===== src/rtl/nimc_pkg.sv =====
package nimc_pkg;

   localparam int COMMAND_W  = 1;
   localparam int LINE_W     = 7;
   localparam int COUNT_W    = 32;
   localparam int ACTION_W   = 2;
   localparam int BANK_W     = 2;
   localparam int BITPOS_W   = 5;

   localparam int NUM_LINES_DEF = 96;

   localparam logic [COUNT_W-1:0] COUNT_LIMIT = 32'h8000_0000;

   // command codes
   localparam logic [COMMAND_W-1:0] CMD_MASK   = 1'b0;
   localparam logic [COMMAND_W-1:0] CMD_UNMASK = 1'b1;

   // status codes
   localparam logic STATUS_DONE    = 1'b0;
   localparam logic STATUS_INVALID = 1'b1;

   // line action codes
   localparam logic [ACTION_W-1:0] ACT_NONE    = 2'd0;
   localparam logic [ACTION_W-1:0] ACT_DISABLE = 2'd1;
   localparam logic [ACTION_W-1:0] ACT_ENABLE  = 2'd2;

   // controller to datapath
   typedef struct packed {
      logic load;     // capture the incoming request
      logic commit;   // write back the count for a valid line and load the result register
   } nimc_cmd_type;

   // datapath to controller
   typedef struct packed {
      logic out_free; // result register empty or being taken this cycle
   } nimc_sts_type;

endpackage


===== src/rtl/nimc_req_if.sv =====
interface nimc_req_if
   import nimc_pkg::*;
();
   logic                 valid;
   logic                 ready;
   logic [COMMAND_W-1:0] command;
   logic [LINE_W-1:0]    line;

   modport source (output valid, output command, output line, input ready);
   modport sink   (input valid, input command, input line, output ready);
endinterface


===== src/rtl/nimc_rsp_if.sv =====
interface nimc_rsp_if
   import nimc_pkg::*;
();
   logic                valid;
   logic                ready;
   logic                status;
   logic [COUNT_W-1:0]  nest_count;
   logic [ACTION_W-1:0] line_action;
   logic [BANK_W-1:0]   bank;
   logic [BITPOS_W-1:0] bit_position;

   modport source (output valid, output status, output nest_count, output line_action,
                   output bank, output bit_position, input ready);
   modport sink   (input valid, input status, input nest_count, input line_action,
                   input bank, input bit_position, output ready);
endinterface


===== src/rtl/nested_irq_mask_counter.sv =====
// channel   dir   handshake      payload
// req       in    valid/ready    command[0:0], line[6:0]
// rsp       out   valid/ready    status, nest_count[31:0], line_action[1:0],
//                                bank[1:0], bit_position[4:0]
//
// one request passes through accept, count store read, then update and write back
// the count store read is a step of its own, as the count store has a registered read port
// a new request is taken while the previous result still waits in the output register
// if that result is not taken, the update waits and req.ready stays low
// reset is synchronous; per-line valid bits clear at once, so no clearing pass
module nested_irq_mask_counter
   import nimc_pkg::*;
#(
   parameter int NUM_LINES = NUM_LINES_DEF
) (
   input  logic       clock,
   input  logic       reset,
   nimc_req_if.sink   req,
   nimc_rsp_if.source rsp
);

   nimc_cmd_type cmd;
   nimc_sts_type sts;

   nimc_ctrl u_ctrl (
      .clock     (clock),
      .reset     (reset),
      .req_valid (req.valid),
      .req_ready (req.ready),
      .sts       (sts),
      .cmd       (cmd)
   );

   nimc_dp #(
      .NUM_LINES (NUM_LINES)
   ) u_dp (
      .clock            (clock),
      .reset            (reset),
      .cmd              (cmd),
      .sts              (sts),
      .req_command      (req.command),
      .req_line         (req.line),
      .rsp_valid        (rsp.valid),
      .rsp_ready        (rsp.ready),
      .rsp_status       (rsp.status),
      .rsp_nest_count   (rsp.nest_count),
      .rsp_line_action  (rsp.line_action),
      .rsp_bank         (rsp.bank),
      .rsp_bit_position (rsp.bit_position)
   );

endmodule


===== src/rtl/nimc_ctrl.sv =====
module nimc_ctrl
   import nimc_pkg::*;
(
   input  logic         clock,
   input  logic         reset,
   input  logic         req_valid,
   output logic         req_ready,
   input  nimc_sts_type sts,
   output nimc_cmd_type cmd
);

   localparam logic [1:0] ST_IDLE = 2'd0;
   localparam logic [1:0] ST_READ = 2'd1;
   localparam logic [1:0] ST_CALC = 2'd2;

   logic [1:0] state_ff;
   logic [1:0] state_in;

   assign req_ready  = (state_ff == ST_IDLE);
   assign cmd.load   = req_valid && req_ready;
   assign cmd.commit = (state_ff == ST_CALC) && sts.out_free;

   always_comb begin
      state_in = state_ff;
      case (state_ff)
         ST_IDLE: begin
            if (cmd.load) state_in = ST_READ;
         end
         ST_READ: begin
            state_in = ST_CALC;
         end
         ST_CALC: begin
            // hold here until the result register can take the result
            if (cmd.commit) state_in = ST_IDLE;
         end
         default: begin
            state_in = ST_IDLE;
         end
      endcase
   end

   always_ff @(posedge clock) begin
      if (reset) begin
         state_ff <= ST_IDLE;
      end else begin
         state_ff <= state_in;
      end
   end

endmodule


===== src/rtl/nimc_dp.sv =====
module nimc_dp
   import nimc_pkg::*;
#(
   parameter int NUM_LINES = NUM_LINES_DEF
) (
   input  logic                 clock,
   input  logic                 reset,
   input  nimc_cmd_type         cmd,
   output nimc_sts_type         sts,
   input  logic [COMMAND_W-1:0] req_command,
   input  logic [LINE_W-1:0]    req_line,
   output logic                 rsp_valid,
   input  logic                 rsp_ready,
   output logic                 rsp_status,
   output logic [COUNT_W-1:0]   rsp_nest_count,
   output logic [ACTION_W-1:0]  rsp_line_action,
   output logic [BANK_W-1:0]    rsp_bank,
   output logic [BITPOS_W-1:0]  rsp_bit_position
);

   localparam int IDX_W = (NUM_LINES > 1) ? $clog2(NUM_LINES) : 1;
   localparam logic [LINE_W-1:0] LINE_LIMIT = LINE_W'(NUM_LINES);

   logic [COUNT_W-1:0]   mem [NUM_LINES];
   logic [NUM_LINES-1:0] valid_ff;
   logic [COUNT_W-1:0]   rd_data_ff;

   logic [COMMAND_W-1:0] command_ff;
   logic [LINE_W-1:0]    line_ff;

   logic                 rsp_valid_ff;
   logic                 status_ff;
   logic [COUNT_W-1:0]   count_ff;
   logic [ACTION_W-1:0]  action_ff;
   logic [BANK_W-1:0]    bank_ff;
   logic [BITPOS_W-1:0]  bitpos_ff;

   logic [IDX_W-1:0]     idx;
   logic                 line_ok;
   logic [COUNT_W-1:0]   count_old;
   logic [COUNT_W-1:0]   count_new;
   logic [ACTION_W-1:0]  action_new;

   assign idx     = line_ff[IDX_W-1:0];
   assign line_ok = (line_ff < LINE_LIMIT);

   // entries never written since reset read as zero
   assign count_old = valid_ff[idx] ? rd_data_ff : '0;

   always_comb begin
      count_new  = count_old;
      action_new = ACT_NONE;
      case (command_ff)
         CMD_MASK: begin
            if (count_old < COUNT_LIMIT) count_new = count_old + COUNT_W'(1);
            action_new = ACT_DISABLE;
         end
         CMD_UNMASK: begin
            if (count_old != '0) count_new = count_old - COUNT_W'(1);
            action_new = (count_new == '0) ? ACT_ENABLE : ACT_NONE;
         end
         default: begin
            count_new  = count_old;
            action_new = ACT_NONE;
         end
      endcase
   end

   assign sts.out_free = !rsp_valid_ff || rsp_ready;

   always_ff @(posedge clock) begin
      if (cmd.load) begin
         command_ff <= req_command;
         line_ff    <= req_line;
      end
   end

   // count store, registered read
   always_ff @(posedge clock) begin
      rd_data_ff <= mem[idx];
      if (cmd.commit && line_ok) begin
         mem[idx] <= count_new;
      end
   end

   always_ff @(posedge clock) begin
      if (reset) begin
         valid_ff <= '0;
      end else if (cmd.commit && line_ok) begin
         valid_ff[idx] <= 1'b1;
      end
   end

   always_ff @(posedge clock) begin
      if (reset) begin
         rsp_valid_ff <= 1'b0;
      end else if (cmd.commit) begin
         rsp_valid_ff <= 1'b1;
      end else if (rsp_ready) begin
         rsp_valid_ff <= 1'b0;
      end
   end

   // bank is line[6:5] and bit position line[4:0] for every valid line
   always_ff @(posedge clock) begin
      if (cmd.commit) begin
         if (line_ok) begin
            status_ff <= STATUS_DONE;
            count_ff  <= count_new;
            action_ff <= action_new;
            bank_ff   <= line_ff[LINE_W-1:BITPOS_W];
            bitpos_ff <= line_ff[BITPOS_W-1:0];
         end else begin
            status_ff <= STATUS_INVALID;
            count_ff  <= '0;
            action_ff <= ACT_NONE;
            bank_ff   <= '0;
            bitpos_ff <= '0;
         end
      end
   end

   assign rsp_valid        = rsp_valid_ff;
   assign rsp_status       = status_ff;
   assign rsp_nest_count   = count_ff;
   assign rsp_line_action  = action_ff;
   assign rsp_bank         = bank_ff;
   assign rsp_bit_position = bitpos_ff;

endmodule

===== src/flat_wrapper.sv =====
// flat-port wrapper written by rule: the top's interface ports become plain ports
module nested_irq_mask_counter_flat import nimc_pkg::*;
#(
   parameter int NUM_LINES = NUM_LINES_DEF
)
  (clock, reset, req_valid, req_command, req_line, req_ready, rsp_valid, rsp_status, rsp_nest_count, rsp_line_action, rsp_bank, rsp_bit_position, rsp_ready);
  nimc_req_if req_i ();
  nimc_rsp_if rsp_i ();
  input  logic clock;
  input  logic reset;
  input wire logic [$bits(req_i.valid)-1:0] req_valid;
  input wire logic [$bits(req_i.command)-1:0] req_command;
  input wire logic [$bits(req_i.line)-1:0] req_line;
  output wire logic [$bits(req_i.ready)-1:0] req_ready;
  output wire logic [$bits(rsp_i.valid)-1:0] rsp_valid;
  output wire logic [$bits(rsp_i.status)-1:0] rsp_status;
  output wire logic [$bits(rsp_i.nest_count)-1:0] rsp_nest_count;
  output wire logic [$bits(rsp_i.line_action)-1:0] rsp_line_action;
  output wire logic [$bits(rsp_i.bank)-1:0] rsp_bank;
  output wire logic [$bits(rsp_i.bit_position)-1:0] rsp_bit_position;
  input wire logic [$bits(rsp_i.ready)-1:0] rsp_ready;
  assign req_i.valid = req_valid;
  assign req_i.command = req_command;
  assign req_i.line = req_line;
  assign req_ready = req_i.ready;
  assign rsp_valid = rsp_i.valid;
  assign rsp_status = rsp_i.status;
  assign rsp_nest_count = rsp_i.nest_count;
  assign rsp_line_action = rsp_i.line_action;
  assign rsp_bank = rsp_i.bank;
  assign rsp_bit_position = rsp_i.bit_position;
  assign rsp_i.ready = rsp_ready;
  nested_irq_mask_counter #(.NUM_LINES(NUM_LINES)) u_core (.clock(clock), .reset(reset), .req(req_i), .rsp(rsp_i));
endmodule

===== config.mk =====
export PLATFORM = sky130hd
export DESIGN_NAME = nested_irq_mask_counter_flat
export DESIGN_NICKNAME = d
export VERILOG_FILES = /design/src/rtl/nimc_pkg.sv /design/src/rtl/nimc_req_if.sv /design/src/rtl/nimc_rsp_if.sv /design/src/rtl/nested_irq_mask_counter.sv /design/src/rtl/nimc_ctrl.sv /design/src/rtl/nimc_dp.sv /design/src/flat_wrapper.sv
export SDC_FILE = /design/constraint.sdc
export NUM_CORES = 2
export LEC_CHECK = 0
export BUFFER_PORTS_ARGS = -buffer_cell sky130_fd_sc_hd__buf_4
export CORE_MARGIN = 2
export CORE_UTILIZATION = 62
export CTS_CLUSTER_DIAMETER = 120
export DETAILED_ROUTE_END_ITERATION = 12
export GPL_ROUTABILITY_DRIVEN = 0
export HOLD_SLACK_MARGIN = 0.1
export PLACE_DENSITY_LB_ADDON = 0.1
export SLEW_MARGIN = 20
export SYNTH_ARGS = -nofsm -noshare
export SYNTH_HDL_FRONTEND = slang
export SYNTH_SLANG_ARGS = --single-unit

===== constraint.sdc =====
create_clock -name clock -period 9.7 [get_ports clock]
set_input_delay 0.485 -clock clock [delete_from_list [all_inputs] [get_ports clock]]
set_output_delay 0.485 -clock clock [all_outputs]
set_load 0.02 [all_outputs]

==> flow_metrics.py <==
metrics = {
    "logic_synthesis": {
        "synthSimpleGateAreaFrac": 0.03893,
        "yosysSeqAreaShare": 0.8047,
        "synth_cells": 6796,
        "syn_area_sq_um": 119800,
        "async_flop_share": 0,
        "synth_top_family_by_area": "compound AO/OA/AOI/OAI gates",
        "synth_compound_area_frac": 0.1296,
        "yosys_warnings": 0,
        "yosysTopAreaCell": "edfxtp_1",
        "yosys.area_share.xor_xnor": 0.002048,
        "synth_cell_types": 86,
        "synthFlopType": "edfxtp_1",
        "synth_area_leaders": "edfxtp_1 78%, a22oi_1 7.3%, dfxtp_1 2.2%",
        "syn_avg_cell_area_sq_um": 17.62,
        "synth_nets": 6811,
        "synth_edf_count": 3122,
        "synth_mux_area_frac": 0.006394,
        "synth_top_area_frac": 0.7828,
        "ys_seq_elements": 3253,
        "synthAdderAreaFrac": 0.0003134,
    },
    "power_and_ir_drop": {
        "p_per_area_nw_per_um2": 217.9,
        "p_leak_nw": 41.54,
        "peakVddDrop_uv": 178.9,
    },
    "drt": {
        "via_per_inst": 7.399,
        "first_pass_iters": 8,
        "drt_iter0_markers": 11660,
        "wl_um": 363600,
        "drcViolationCount": 0,
        "wire_per_inst_um": 37.47,
        "drtAntennaViolNets": 0,
        "vias": 71800,
    },
    "place": {
        "dp_hpwl_um": 188100,
        "io_buffers": 55,
        "dpl_cell_area_sq_um": 124300,
        "pre_cts_ws_ns": 2.346,
    },
    "cts": {
        "clock_path_buffers": 4,
        "cts_resized": 0,
        "clock_latency_ns": 0.96,
        "cts_buffers": 327,
        "cts_sinks": 3253,
        "cts_htree_levels": 5,
        "clk_pin_slew_ns": 0.06,
        "cts_tree": "built",
        "cts-root-buf": "clkbuf_16",
    },
    "global_routing": {
        "grt_antenna_before_repair": 18,
        "grt_pass1_wl_um": 508000,
        "grt_max_degree": 113,
        "grt_overflow_total": 0,
        "grt_pass1_vias": 67640,
        "grt_util_all_layers": 0.3656,
    },
    "layout": {
        "nets": 6958,
        "multi_input_area_sq_um": 22430,
        "layout_commonest_cell": "edfxtp_1",
        "register_area_sq_um": 96370,
        "layout_common_cells": "3122 x edfxtp_1, 1170 x a22oi_1, 336 x clkbuf_16, 264 x nand4_1, 262 x buf_4",
        "drive_gt1_frac": 0.1254,
        "design_area_sq_um": 134500,
        "syn_to_final_growth_pct": 12.29,
        "n_fill_cell": 12040,
    },
    "setup_path": {
        "path_class": "reg2reg",
        "worstPathRequired_ns": 10.33,
        "cp-start-kind": "flop",
        "arrival_ns": 8.32,
        "regToRegSetupSlack_ns": 2.01,
        "path_max_fanout": 64,
        "cp-end-kind": "flop",
    },
    "timing": {
        "setup_tns_ns": 0,
        "slew_headroom": 0.1571,
        "setup_ws_ns": 2.009,
        "drv_slew": 0,
        "period_minus_slack_ns": 7.691,
        "max_freq_ghz": 0.1300,
        "finalHoldViolations": 0,
        "rsz0062_at_grt": "false",
        "period_share": 0.7929,
        "tightest_slew_ns": 1.251,
        "setup_viol": 0,
        "clock_skew_ns": 0.04192,
    },
    "hold_path": {
        "min_path_type": "in2reg",
    },
    "floorplanning": {
        "dieArea_sq_um": 196700,
        "start_util": 0.6232,
        "die_h_um": 443.5,
        "fp.dieW_um": 443.5,
        "design.core.area_sq_um": 192200,
        "io_pins": 56,
        "num_rows": 161,
    },
    "flow_run": {
        "drv_cap": 0,
    },
    "outcome": {
        "status": "finished, final reports clean",
    },
}
[registers in the layout, indices dropped and copies added, names as in the netlist]
signal,cells
u_core.u_dp.rsp_bit_position,5
u_core.u_dp.idx,7
u_core.u_dp.rsp_valid,1
u_core.u_dp.valid_ff,96
u_core.u_dp.mem,3072
u_core.u_dp.rd_data_ff,32
u_core.u_dp.command_ff,1
u_core.u_ctrl.state_ff,2
u_core.u_dp.rsp_nest_count,32
u_core.u_dp.rsp_line_action,2
u_core.u_dp.rsp_bank,2
u_core.u_dp.rsp_status,1
[synthesized netlist by cell type (21+ instances only)]
cell      count
clkbuf_1    188
nand4_1     264
buf_2       182
edfxtp_1   3122
dfxtp_1     131
a221oi_1    192
mux4_2       21
a31oi_1      72
o211ai_1     60
mux2i_1      27
nor3_1       27
nor4_1       32
buf_1        98
a22oi_1    1171
nor2_1      316
and2_1       24
o21ai_0     139
a22o_1      191
nand2_1      99
a21oi_1      64
nand3_1      60
a41oi_1      58
[routing by layer]
layer	up-vias	wire length (um)	global-route usage
met5	-	145	0
met4	18	20480	0.1797
met3	906	47890	0.08498
met2	5620	164400	0.5434
met1	36460	130600	0.5165
li1	28790	-	-
[path summary, 6_finish.rpt]
path / to / cells after the start / start
setup / recovery: u_core.u_dp.mem[45][29]$_DFFE_PP_ / 17 / u_core.u_dp.idx[2]$_DFFE_PP_
hold reg to reg: u_core.u_dp.valid_ff[27]$_SDFFE_PP0P_ / 2 / u_core.u_dp.valid_ff[27]$_SDFFE_PP0P_
setup reg to reg: u_core.u_dp.mem[45][29]$_DFFE_PP_ / 17 / u_core.u_dp.idx[2]$_DFFE_PP_
hold / removal: u_core.u_ctrl.state_ff[0]$_SDFFE_PP0P_ / 4 / req_valid
[worst max-delay path, stage by stage (launching register included)]
cell,delay [ns]
edfxtp_1,1.00
buf_4,0.53
nor2_1,0.26
a22o_1,0.29
a221o_1,0.31
a22o_1,0.23
o21ai_1,0.33
buf_4,0.32
nand2_1,0.28
nand2_1,0.23
ha_1,0.30
nand2b_1,0.13
nor3b_1,0.26
and4bb_1,0.68
nor2_1,0.22
a21oi_1,0.49
xor2_4,0.70
buf_4,0.69
[metrics by stage]
stage | power, mW | util | cells | hold slack [ns]
2_1_floorplan | 16.87 | - | 6796 | 0.4318
3_3_place_gp | 17.63 | 0.6467 | 9121 | 0.4426
3_5_place_dp | 17.66 | 0.6467 | 9121 | 0.4578
4_1_cts | 29.26 | 0.6985 | 9693 | 0.1892
5_1_grt | 29.91 | 0.6997 | 9701 | 0.2140
6_report | 29.30 | 0.6998 | 9704 | 0.2385
[cell type report]
| class | count | share of cell area |
|---|---|---|
| Sequential cell | 3253 | 0.7166 |
| Antenna cell | 3 | 0.00005582 |
| Tap cell | 2526 | 0.02350 |
| Clock inverter | 149 | 0.008411 |
| Clock buffer | 412 | 0.06479 |
| Multi-Input combinational cell | 3046 | 0.1668 |
| Inverter | 17 | 0.0004745 |
| Timing Repair Buffer | 298 | 0.01932 |
[report_power, final]
part           internal, mW  total, mW  switching [mW]
registers              15.6       15.7           0.101
clock network          6.80       11.8            5.05
logic                 0.400       1.74            1.34
total                  22.8       29.3            6.50
[logic make-up (layout without fill, tap and decap cells)]
kind of cell / Yosys count / count (layout)
flip-flops: 3253 / 3253
AO/OA/AOI/OAI: 2056 / 2056
AND/OR/NAND/NOR: 909 / 909
buffers and inverters: 497 / 876
multiplexers: 50 / 50
XOR/XNOR: 28 / 28
adder cells (fa/ha/maj): 3 / 3
other: 0 / 3
[repair_timing]
item | 4_1_cts | 5_1_grt
buffers inserted | 0 | 0
hold endpoints to repair | 47 | 0
hold buffers | 11 | 0
Note: power is estimated with default switching activity, not from simulation.
